File: src/sv/cdq_pkg.sv
`default_nettype none

package cdq_pkg;

  localparam int unsigned CDQ_DEPTH = 16;
  localparam int unsigned DATA_W    = 32;

  typedef enum logic [2:0] {
    ACT_PUSH_FRONT = 3'd0,
    ACT_PUSH_REAR  = 3'd1,
    ACT_POP_FRONT  = 3'd2,
    ACT_POP_REAR   = 3'd3,
    ACT_LIST       = 3'd4
  } action_e;

  typedef enum logic [1:0] {
    STAT_DONE  = 2'd0,
    STAT_FULL  = 2'd1,
    STAT_EMPTY = 2'd2
  } status_e;

  typedef enum logic [1:0] {
    S_IDLE = 2'b01,
    S_LIST = 2'b10
  } state_e;

  typedef struct packed {
    logic [1:0]               status;
    logic signed [DATA_W-1:0] data;
    logic                     last;
  } result_t;

  typedef struct packed {
    logic [1:0] cnt;
    logic       pop;
  } oq_status_t;

endpackage

`default_nettype wire

File: src/sv/cdq_ram.sv
`default_nettype none

module cdq_ram #(
  parameter int unsigned DEPTH = cdq_pkg::CDQ_DEPTH,
  localparam int unsigned AW   = $clog2(DEPTH)
) (
  input  wire logic                               clk_i,
  input  wire logic                               we_i,
  input  wire logic [AW-1:0]                      waddr_i,
  input  wire logic signed [cdq_pkg::DATA_W-1:0]  wdata_i,
  input  wire logic                               re_i,
  input  wire logic [AW-1:0]                      raddr_i,
  output logic signed [cdq_pkg::DATA_W-1:0]       rdata_o
);
  import cdq_pkg::*;

  logic signed [DATA_W-1:0] mem [DEPTH];
  logic signed [DATA_W-1:0] rdata_q;

  always_ff @(posedge clk_i) begin
    if (we_i) begin
      mem[waddr_i] <= wdata_i;
    end
    if (re_i) begin
      rdata_q <= mem[raddr_i];
    end
  end

  assign rdata_o = rdata_q;

endmodule

`default_nettype wire

File: src/sv/cdq_outq.sv
`default_nettype none

module cdq_outq (
  input  wire logic                               clk_i,
  input  wire logic                               rst_ni,
  input  wire logic                               push_i,
  input  wire cdq_pkg::result_t                   push_res_i,
  output cdq_pkg::oq_status_t                     stat_o,
  output logic                                    out_valid_o,
  input  wire logic                               out_stall_i,
  output logic [1:0]                              status_o,
  output logic signed [cdq_pkg::DATA_W-1:0]       data_o,
  output logic                                    last_o
);
  import cdq_pkg::*;

  result_t    slot_q [2];
  logic       wr_ptr_q, wr_ptr_d;
  logic       rd_ptr_q, rd_ptr_d;
  logic [1:0] cnt_q, cnt_d;
  logic       pop;

  assign out_valid_o = (cnt_q != 2'd0);
  assign pop         = out_valid_o && !out_stall_i;

  always_comb begin
    wr_ptr_d = wr_ptr_q;
    rd_ptr_d = rd_ptr_q;
    cnt_d    = cnt_q;
    if (push_i) begin
      wr_ptr_d = ~wr_ptr_q;
    end
    if (pop) begin
      rd_ptr_d = ~rd_ptr_q;
    end
    case ({push_i, pop})
      2'b10:   cnt_d = cnt_q + 2'd1;
      2'b01:   cnt_d = cnt_q - 2'd1;
      default: cnt_d = cnt_q;
    endcase
  end

  always_ff @(posedge clk_i or negedge rst_ni) begin
    if (!rst_ni) begin
      wr_ptr_q <= 1'b0;
      rd_ptr_q <= 1'b0;
      cnt_q    <= 2'd0;
    end else begin
      wr_ptr_q <= wr_ptr_d;
      rd_ptr_q <= rd_ptr_d;
      cnt_q    <= cnt_d;
    end
  end

  always_ff @(posedge clk_i) begin
    if (push_i) begin
      slot_q[wr_ptr_q] <= push_res_i;
    end
  end

  assign status_o = slot_q[rd_ptr_q].status;
  assign data_o   = slot_q[rd_ptr_q].data;
  assign last_o   = slot_q[rd_ptr_q].last;

  assign stat_o.cnt = cnt_q;
  assign stat_o.pop = pop;

endmodule

`default_nettype wire

File: src/sv/circular_deque.sv
`default_nettype none
// channel  | valid        | stall        | payload
// ---------+--------------+--------------+-------------------------------
// input    | in_valid_i   | in_stall_o   | action_i, value_i
// output   | out_valid_o  | out_stall_i  | status_o, data_o, last_o
//
// push and error items go straight into the result queue; pops first wait on a ram read
// a list of n words issues n ram reads, one per cycle while the result queue has room, input held meanwhile
// the ram read is registered and the result queue holds two entries
// reset clears pointers, count and queue; ram contents stay undefined
// output stalls back up into the input once the result queue is full

module circular_deque #(
  parameter int unsigned DEPTH = cdq_pkg::CDQ_DEPTH
) (
  input  wire logic                               clk_i,
  input  wire logic                               rst_ni,
  input  wire logic                               in_valid_i,
  output logic                                    in_stall_o,
  input  wire logic [2:0]                         action_i,
  input  wire logic signed [cdq_pkg::DATA_W-1:0]  value_i,
  output logic                                    out_valid_o,
  input  wire logic                               out_stall_i,
  output logic [1:0]                              status_o,
  output logic signed [cdq_pkg::DATA_W-1:0]       data_o,
  output logic                                    last_o
);
  import cdq_pkg::*;

  localparam int unsigned AW = $clog2(DEPTH);
  localparam int unsigned CW = $clog2(DEPTH + 1);
  localparam logic [AW-1:0] LastIdx = AW'(DEPTH - 1);
  localparam logic [CW-1:0] FullCnt = CW'(DEPTH);

  state_e      state_q, state_d;
  logic [AW-1:0] head_q, head_d;
  logic [AW-1:0] tail_q, tail_d;
  logic [AW-1:0] ptr_q, ptr_d;
  logic [CW-1:0] cnt_q, cnt_d;
  logic [CW-1:0] rem_q, rem_d;
  logic          rd_pend_q, rd_pend_d;
  logic          rd_last_q, rd_last_d;

  logic [AW-1:0] head_next, head_prev, tail_next, tail_prev, ptr_next;
  logic          full, empty, space_ok, accept;

  logic          we, re;
  logic [AW-1:0] waddr, raddr;
  logic signed [DATA_W-1:0] rdata;

  logic          push;
  result_t       push_res;
  oq_status_t    oq_stat;

  assign head_next = (head_q == LastIdx) ? '0 : head_q + 1'b1;
  assign head_prev = (head_q == '0) ? LastIdx : head_q - 1'b1;
  assign tail_next = (tail_q == LastIdx) ? '0 : tail_q + 1'b1;
  assign tail_prev = (tail_q == '0) ? LastIdx : tail_q - 1'b1;
  assign ptr_next  = (ptr_q == LastIdx) ? '0 : ptr_q + 1'b1;

  assign full  = (cnt_q == FullCnt);
  assign empty = (cnt_q == '0);

  // a result issued now still fits in the queue when it lands
  assign space_ok = ({1'b0, oq_stat.cnt} + {2'b00, rd_pend_q})
                  < (3'd2 + {2'b00, oq_stat.pop});

  assign in_stall_o = !((state_q == S_IDLE) && !rd_pend_q && space_ok);
  assign accept     = in_valid_i && !in_stall_o;

  always_comb begin
    state_d   = state_q;
    head_d    = head_q;
    tail_d    = tail_q;
    ptr_d     = ptr_q;
    cnt_d     = cnt_q;
    rem_d     = rem_q;
    rd_pend_d = 1'b0;
    rd_last_d = rd_last_q;
    we        = 1'b0;
    re        = 1'b0;
    waddr     = head_q;
    raddr     = head_q;
    push      = rd_pend_q;
    push_res  = '{status: STAT_DONE, data: rdata, last: rd_last_q};

    case (state_q)
      S_IDLE: begin
        if (accept) begin
          case (action_i)
            ACT_PUSH_FRONT, ACT_PUSH_REAR: begin
              push = 1'b1;
              if (full) begin
                push_res = '{status: STAT_FULL, data: '0, last: 1'b1};
              end else begin
                we       = 1'b1;
                cnt_d    = cnt_q + 1'b1;
                push_res = '{status: STAT_DONE, data: value_i, last: 1'b1};
                if (action_i == ACT_PUSH_FRONT) begin
                  waddr  = head_prev;
                  head_d = head_prev;
                end else begin
                  waddr  = tail_q;
                  tail_d = tail_next;
                end
              end
            end
            ACT_POP_FRONT, ACT_POP_REAR: begin
              if (empty) begin
                push     = 1'b1;
                push_res = '{status: STAT_EMPTY, data: '0, last: 1'b1};
              end else begin
                re        = 1'b1;
                cnt_d     = cnt_q - 1'b1;
                rd_pend_d = 1'b1;
                rd_last_d = 1'b1;
                if (action_i == ACT_POP_FRONT) begin
                  raddr  = head_q;
                  head_d = head_next;
                end else begin
                  raddr  = tail_prev;
                  tail_d = tail_prev;
                end
              end
            end
            ACT_LIST: begin
              if (empty) begin
                push     = 1'b1;
                push_res = '{status: STAT_EMPTY, data: '0, last: 1'b1};
              end else begin
                re        = 1'b1;
                raddr     = head_q;
                ptr_d     = head_next;
                rem_d     = cnt_q - 1'b1;
                rd_pend_d = 1'b1;
                rd_last_d = (cnt_q == CW'(1));
                if (cnt_q != CW'(1)) begin
                  state_d = S_LIST;
                end
              end
            end
            default: ;
          endcase
        end
      end
      S_LIST: begin
        if (space_ok) begin
          re        = 1'b1;
          raddr     = ptr_q;
          ptr_d     = ptr_next;
          rem_d     = rem_q - 1'b1;
          rd_pend_d = 1'b1;
          rd_last_d = (rem_q == CW'(1));
          if (rem_q == CW'(1)) begin
            state_d = S_IDLE;
          end
        end else begin
          rd_last_d = rd_last_q;
        end
      end
      default: state_d = S_IDLE;
    endcase
  end

  always_ff @(posedge clk_i or negedge rst_ni) begin
    if (!rst_ni) begin
      state_q   <= S_IDLE;
      head_q    <= '0;
      tail_q    <= '0;
      ptr_q     <= '0;
      cnt_q     <= '0;
      rem_q     <= '0;
      rd_pend_q <= 1'b0;
      rd_last_q <= 1'b0;
    end else begin
      state_q   <= state_d;
      head_q    <= head_d;
      tail_q    <= tail_d;
      ptr_q     <= ptr_d;
      cnt_q     <= cnt_d;
      rem_q     <= rem_d;
      rd_pend_q <= rd_pend_d;
      rd_last_q <= rd_last_d;
    end
  end

  cdq_ram #(
    .DEPTH (DEPTH)
  ) u_ram (
    .clk_i   (clk_i),
    .we_i    (we),
    .waddr_i (waddr),
    .wdata_i (value_i),
    .re_i    (re),
    .raddr_i (raddr),
    .rdata_o (rdata)
  );

  cdq_outq u_outq (
    .clk_i       (clk_i),
    .rst_ni      (rst_ni),
    .push_i      (push),
    .push_res_i  (push_res),
    .stat_o      (oq_stat),
    .out_valid_o (out_valid_o),
    .out_stall_i (out_stall_i),
    .status_o    (status_o),
    .data_o      (data_o),
    .last_o      (last_o)
  );

endmodule

`default_nettype wire

File: config.mk
export PLATFORM = sky130hd
export DESIGN_NAME = circular_deque
export DESIGN_NICKNAME = d
export VERILOG_FILES = /design/src/sv/cdq_pkg.sv /design/src/sv/cdq_ram.sv /design/src/sv/cdq_outq.sv /design/src/sv/circular_deque.sv
export SDC_FILE = /design/constraint.sdc
export NUM_CORES = 1
export LEC_CHECK = 0
export BUFFER_PORTS_ARGS = -buffer_cell sky130_fd_sc_hd__buf_2
export CAP_MARGIN = 5
export CORE_ASPECT_RATIO = 0.5
export CORE_MARGIN = 5
export CORE_UTILIZATION = 41
export DETAILED_ROUTE_END_ITERATION = 7
export GPL_TIMING_DRIVEN = 0
export SYNTH_ARGS = -nofsm -noshare
export SYNTH_HDL_FRONTEND = slang
export SYNTH_SLANG_ARGS = --single-unit
export TNS_END_PERCENT = 50
File: constraint.sdc
create_clock -name clk_i -period 6.8 [get_ports clk_i]
set_input_delay 0.34 -clock clk_i [delete_from_list [all_inputs] [get_ports clk_i]]
set_output_delay 0.34 -clock clk_i [all_outputs]
set_load 0.005 [all_outputs]
==> results of run 1 <==
-- flip-flops by register name, indices dropped and copies added (netlist names) --
register / count
cnt_q: 5
head_q: 4
ptr_q: 4
rd_last_q: 1
rd_pend_q: 1
rem_q: 5
state_q: 2
tail_q: 4
u_outq.cnt_q: 2
u_outq.rd_ptr_q: 1
u_outq.slot_q: 70
u_outq.wr_ptr_q: 1
u_ram.mem: 512
u_ram.rdata_o: 32
-- final timing paths --
| kind | from | endpoint | cells past startpoint |
|---|---|---|---|
| worst max-delay path | u_outq.cnt_q[0] | u_ram.mem[3][7] | 11 |
| worst min-delay path | value_i[27] | u_ram.mem[10][27] | 1 |
| worst max register to register | u_outq.cnt_q[0] | u_ram.mem[3][7] | 11 |
| worst min register to register | state_q[0] | state_q[0] | 2 |
| max in group asynchronous | rst_ni | u_outq.cnt_q[1] | 2 |
| min in group asynchronous | rst_ni | tail_q[2] | 2 |
-- cell families after synthesis --
logic type	after synthesis	share of synthesized area, %
flops	644	71.41
buf+inv	201	3.273
xor+xnor	19	0.6193
fa+ha+maj	16	0.7450
mux	44	1.863
simple gates	431	7.720
compound gates	542	14.36
-- metal layers --
| layer | up-vias | global-route usage, % | wire [µm] |
|---|---|---|---|
| li1 | 7784 | - | - |
| met1 | 8914 | 30.50 | 33230 |
| met2 | 818 | 31.94 | 33130 |
| met3 | 99 | 5.070 | 7356 |
| met4 | 0 | 5.533 | 1838 |
| met5 | - | 0 | 0 |
-- worst register-to-register path: stages (launching register included) --
cell	delay (ps)
dfrtp_1	450
ha_1	210
ha_1	300
o21a_1	250
nor3_1	690
and3_1	260
clkbuf_1	650
nand2_1	100
o21ai_0	280
nand2_1	400
nor2_4	690
buf_16	250
-- layout make-up --
cell class	count	share of cell area (%)
clock buffer	64	4.787
timing repair buffer	95	2.743
inverter	49	0.5973
sequential	644	62.32
multi-input combinational	1052	22.56
tap	884	3.592
antenna	1	0.008127
buffer	152	2.259
clock inverter	40	1.134
-- Yosys cell counts, drive strengths merged, types with 6 or more instances --
library cell	instances
edfxtp	614
nand2	170
o21ai	156
nand3	115
clkbuf	98
a32oi	96
and3	65
a21oi	61
buf	54
inv	49
nor2	41
mux2	39
a211oi	34
o211ai	34
a21o	33
a22o	33
a311o	32
o311ai	32
dfrtp	29
ha	16
nor3	11
xnor2	11
xor2	8
a31oi	7
nand2b	6
o22ai	6
-- through the flow --
step	worst slack, ps	total power [mW]	util (%)
floorplan	1928	9.454	-
global placement	-494.6	12.12	43.67
detailed placement	2021	12.30	44.61
CTS	2018	15.48	47.43
global route	1736	16.32	47.44
finish	1952	15.54	47.44
-- power groups by stage --
stage	clock (mW)	combinational, mW	sequential (mW)
2_1_floorplan	0	4.47	4.98
3_3_place_gp	0	7.09	5.03
3_5_place_dp	0	7.28	5.02
4_1_cts	3.24	7.30	4.94
5_1_grt	3.41	7.95	4.96
6_report	3.21	7.39	4.94
-- timing repair --
item	in CTS	in global routing
buffers inserted	0	0
hold endpoints to repair	29	0
hold buffers	1	0
==> impl_metrics.py, run 1 <==
metrics = {
    "critical_path": {
        "cpPeakStageDelay_ps": 690,
        "critPathBufInv": 2,
        "crit_fanout": 17,
        "critPathSlowestCell": "nor2_4",
        "endpoint_kind": "flip-flop",
        "r2r_slack_ps": 1950,
        "path_cells": "ha_1 > ha_1 > o21a_1 > nor3_1 > and3_1 > clkbuf_1 > nand2_1 > o21ai_0 > nand2_1 > nor2_4 > buf_16",
        "worstSetupPathType": "reg -> reg",
        "cp_data_required_time_ps": 7090,
        "crit_family": "simple AND/OR/NAND/NOR gates",
        "cp-start-kind": "flip-flop",
        "crit_arrival_ps": 5140,
    },
    "synth": {
        "synth_warnings": 0,
        "synth-main-ff-cell": "edfxtp_1",
        "synth_edf_count": 614,
        "synth_cell_type_count": 69,
        "synth_area_leaders": "edfxtp_1 69%, a32oi_1 3.1%, o21ai_0 2.8%",
        "postSynthAreaPerCell_um2": 14.16,
        "synthCells": 1897,
        "syn_area_mm2": 0.02687,
        "async_reset_ff_share_pct": 4.658,
        "synth_top_area_share_pct": 68.62,
        "yosysSeqAreaShare_pct": 71.41,
        "synth_top_area_cell": "edfxtp_1",
        "synth-seq-cells": 644,
        "synth_fp_nets": 1952,
    },
    "pwr": {
        "peakVddDrop_mv": 0.4844,
        "p_sw_mw": 6.719,
        "power_density_mw_per_mm2": 504.5,
        "p_sw_share_pct": 43.25,
        "clock_power_share_pct": 20.6,
        "sequentialPowerShare_pct": 31.8,
        "total_leakage_power_nw": 10.18,
        "pwr-share-comb_pct": 47.6,
        "power.internal_mw": 8.816,
    },
    "global_routing": {
        "grt_pass1_vias": 17220,
        "track_usage_pct": 21.03,
        "grt_pass1_wl_um": 111800,
        "globalRouteOverflowTotal": 0,
        "grt_max_degree": 31,
        "antenna_found_initial": 1,
    },
    "timing": {
        "tightest_slew_ps": 1275,
        "period_needed_ps": 4848,
        "tns_ps": 0,
        "clock_skew_ps": 32.01,
        "slew_viol_final": 0,
        "hold_violations": 0,
        "fmax_ghz": 0.2063,
        "finalSetupViolCount": 0,
        "rsz0062_at_grt": "no",
        "slew_headroom_pct": 14.45,
        "holdWs_ps": 112.5,
        "finalCritPeriodShare_pct": 71.30,
    },
    "layout": {
        "syn2layout_area_growth_pct": 14.59,
        "multiInputGateArea_mm2": 0.006945,
        "instances_no_fill": 2981,
        "regArea_mm2": 0.01919,
        "fin_nets": 2107,
        "final_common_cell": "edfxtp_1",
        "fillers": 5715,
        "layout_common_cells": "614 x edfxtp_1, 167 x nand2_1, 153 x o21ai_0",
        "drive_gt1_share_pct": 14.41,
        "postLayoutCellArea_mm2": 0.03079,
    },
    "placed_design": {
        "place_area_mm2": 0.02896,
        "hpwl_um": 51380,
        "placed_cells": 2875,
        "numPortBuffers": 73,
        "gp_congestion": 0.8544,
    },
    "hold_path": {
        "min_path_type": "in -> reg",
    },
    "clock_tree": {
        "cts_sinks": 644,
        "cts.reportedPaths.clkPinSlew_ps": 70,
        "cts_tree": "done",
        "cts-root-buf": "clkbuf_16",
        "clock_latency_ps": 620,
        "cts_made_buffers": 58,
        "cts_buffer_depth": 3,
        "htree_levels": 2,
        "cts_resized": 0,
    },
    "die": {
        "die_w_um": 372.0,
        "die_y_um": 191.0,
        "start_util_pct": 41.40,
        "die-area_mm2": 0.07107,
        "core_mm2": 0.06491,
        "fp-row-count": 66,
        "io_pins": 76,
    },
    "route": {
        "ant_nets": 0,
        "post_drt_wl_per_cell_um": 25.35,
        "drtIter0Drc": 1967,
        "vias": 17620,
        "drc": 0,
        "drt-pass1-iter-count": 6,
        "drt_wl_total_um": 75560,
        "vias_per_cell": 5.909,
    },
    "flow_run": {
        "cap_violations": 0,
    },
    "status": {
        "status": "finished, final reports clean",
    },
}
Power figures use the tool's default switching activity.
==> run 2, diff against run 1 <==
==> constraint.sdc (replaced) <==
create_clock -name clk_i -period 4.54 [get_ports clk_i]
set_input_delay 0.227 -clock clk_i [delete_from_list [all_inputs] [get_ports clk_i]]
set_output_delay 0.227 -clock clk_i [all_outputs]
set_load 0.005 [all_outputs]
==> impl_metrics.py, run 2 (synthesis results as in run 1) <==
metrics = {
    "critical_path": {
        "cpPeakStageDelay_ps": 590,
        "path_cells": "inv_1 > ha_1 > clkbuf_1 > a22o_1 > a31oi_2 > and2_1 > buf_6 > buf_6 > clkbuf_1 > nand3_1 > a32oi_1 > o311ai_1",
        "cp-start-kind": "flip-flop",
        "rr_startpoint": "state_q[0]",
        "r2r_slack_ps": 120,
        "crit_arrival_ps": 4750,
        "worstSetupPathType": "reg -> reg",
        "crit_family": "compound AO/OA/AOI/OAI gates",
        "cp_data_required_time_ps": 4860,
        "crit_fanout": 10,
        "critPathBufInv": 5,
        "critPathSlowestCell": "clkbuf_1",
        "reg2reg_to": "u_ram.rdata_o[29]",
        "endpoint_kind": "flip-flop",
        "r2r_cells": 12,
    },
    "clock_tree": {
        "cts_sinks": 644,
        "htree_levels": 2,
        "cts_buffer_depth": 3,
        "cts-root-buf": "clkbuf_16",
        "clock_latency_ps": 610,
        "cts_made_buffers": 58,
        "cts.reportedPaths.clkPinSlew_ps": 70,
        "cts_tree": "done",
    },
    "route": {
        "wl_met3_um": 7071,
        "drc": 0,
        "dr_wl_met2_um": 33460,
        "vias": 17730,
        "post_drt_wl_per_cell_um": 25.39,
        "drtIter0Drc": 2394,
        "top_layer": "met4",
        "drt_wl_total_um": 76000,
        "ant_nets": 0,
        "vias_per_cell": 5.923,
        "drt-pass1-iter-count": 6,
        "met1Wirelength_um": 33390,
    },
    "layout": {
        "drive_gt1_share_pct": 14.14,
        "syn2layout_area_growth_pct": 15.58,
        "final_common_cell": "edfxtp_1",
        "final_core_util_pct": 47.85,
        "postLayoutCellArea_mm2": 0.03106,
        "fin_nets": 2123,
        "largest_reg_flops": 512,
        "regMostFlops": "u_ram.mem",
        "layout_common_cells": "614 x edfxtp_1, 167 x nand2_1, 153 x o21ai_0",
    },
    "die": {
        "die_w_um": 372.0,
        "die_y_um": 191.0,
        "start_util_pct": 41.40,
        "core_mm2": 0.06491,
        "die-area_mm2": 0.07107,
        "io_pins": 76,
        "fp-row-count": 66,
    },
    "pwr": {
        "pwr-share-comb_pct": 47.5,
        "clock_power_share_pct": 20.7,
        "power_density_mw_per_mm2": 749.5,
        "p_total_mw": 23.28,
        "p_sw_mw": 10.01,
        "p_sw_share_pct": 42.99,
        "power.internal_mw": 13.27,
        "peakVddDrop_mv": 0.7294,
        "total_leakage_power_nw": 10.28,
        "sequentialPowerShare_pct": 31.8,
    },
    "timing": {
        "clock_skew_ps": 18.07,
        "tightest_slew_ps": 1067,
        "rsz0062_at_grt": "no",
        "finalCritPeriodShare_pct": 97.41,
        "finalSetupViolCount": 0,
        "slew_headroom_pct": 28.87,
        "period_needed_ps": 4423,
        "slew_viol_final": 0,
        "finalWorstSetupSlack_ps": 117.5,
        "tns_ps": 0,
        "hold_violations": 0,
        "fmax_ghz": 0.2261,
    },
    "hold_path": {
        "hold_end": "u_ram.mem[5][10]",
        "min_path_type": "in -> reg",
        "min_path_cells": 1,
        "hp-start": "value_i[10]",
    },
    "global_routing": {
        "track_usage_pct": 21.13,
        "grt_pass1_wl_um": 112500,
        "antenna_found_initial": 1,
        "globalRouteOverflowTotal": 0,
        "grt_max_degree": 31,
        "grt_pass1_vias": 17050,
    },
    "placed_design": {
        "numPortBuffers": 73,
        "pre_cts_slack_ps": -279.3,
        "place_area_mm2": 0.02899,
        "hpwl_um": 51750,
        "gp_congestion": 0.8747,
    },
    "flow_run": {
        "cap_violations": 0,
    },
    "status": {
        "status": "finished, final reports clean",
    },
}
## run 2: changes by cell type in the layout (fill, tap and decap cells not counted), moves of 4 or more
cell	change
clkinv_2	-10
clkbuf_1	+9
dlygate4sd3_1	+11
buf_16	+4
## run 2: power by group through the flow
stage | Combinational [mW] | Clock, mW | Sequential [mW]
after floorplan | 6.70 | 0 | 7.47
after global placement | 10.6 | 0 | 7.53
after detailed placement | 10.9 | 0 | 7.52
after CTS | 11.0 | 4.88 | 7.39
after global routing | 11.9 | 5.12 | 7.43
final | 11.1 | 4.82 | 7.39
## run 2: timing repair
action / 4_1_cts / 5_1_grt
setup buffers: 7 / 0
setup endpoints to repair: 340 / 112
endpoints found under the hold margin: 166 / 0
gates resized for setup: 1 / 2
hold buffers: 12 / 0
pin swaps: 6 / 0
## run 2: worst max-delay path by stage
| stage | start | endpoint | slack [ps] | depth (start not counted) |
|---|---|---|---|---|
| global route | state_q[0] | u_ram.rdata_o[29] | 80 | 12 |
| CTS | state_q[0] | u_ram.rdata_o[25] | 50 | 11 |
| floorplan | u_outq.cnt_q[0] | u_ram.mem[1][0] | 310 | 9 |
| global placement | u_outq.cnt_q[0] | u_ram.mem[1][18] | -2190 | 9 |
| detailed placement | u_outq.cnt_q[0] | u_ram.mem[1][16] | -280 | 10 |
| finish | state_q[0] | u_ram.rdata_o[29] | 120 | 12 |
## run 2: through the flow
stage | cells | hold slack, ps
CTS | 2992 | 1.797
floorplan | 1897 | -68.59
finish | 2993 | 16.00
global placement | 2854 | 336.0
detailed placement | 2874 | 321.1
global route | 2993 | 15.04
## run 2: area by class of cell
| class | count | area (µm²) |
|---|---|---|
| Tap cell | 884 | 1106 |
| Sequential cell | 644 | 19190 |
| Timing Repair Buffer | 112 | 1114 |
| Multi-Input combinational cell | 1052 | 6963 |
| Antenna cell | 1 | 2.502 |
| Buffer | 151 | 691.9 |
| Inverter | 49 | 183.9 |
| Clock inverter | 26 | 294.0 |
| Fill cell | 5662 | 33850 |
| Clock buffer | 74 | 1511 |
## run 2: layer usage
metal	vias to the layer above	global-route usage, %
met1	8909	31.09
met5	-	0
met3	125	4.428
li1	7819	-
met2	875	31.95
met4	0	5.842
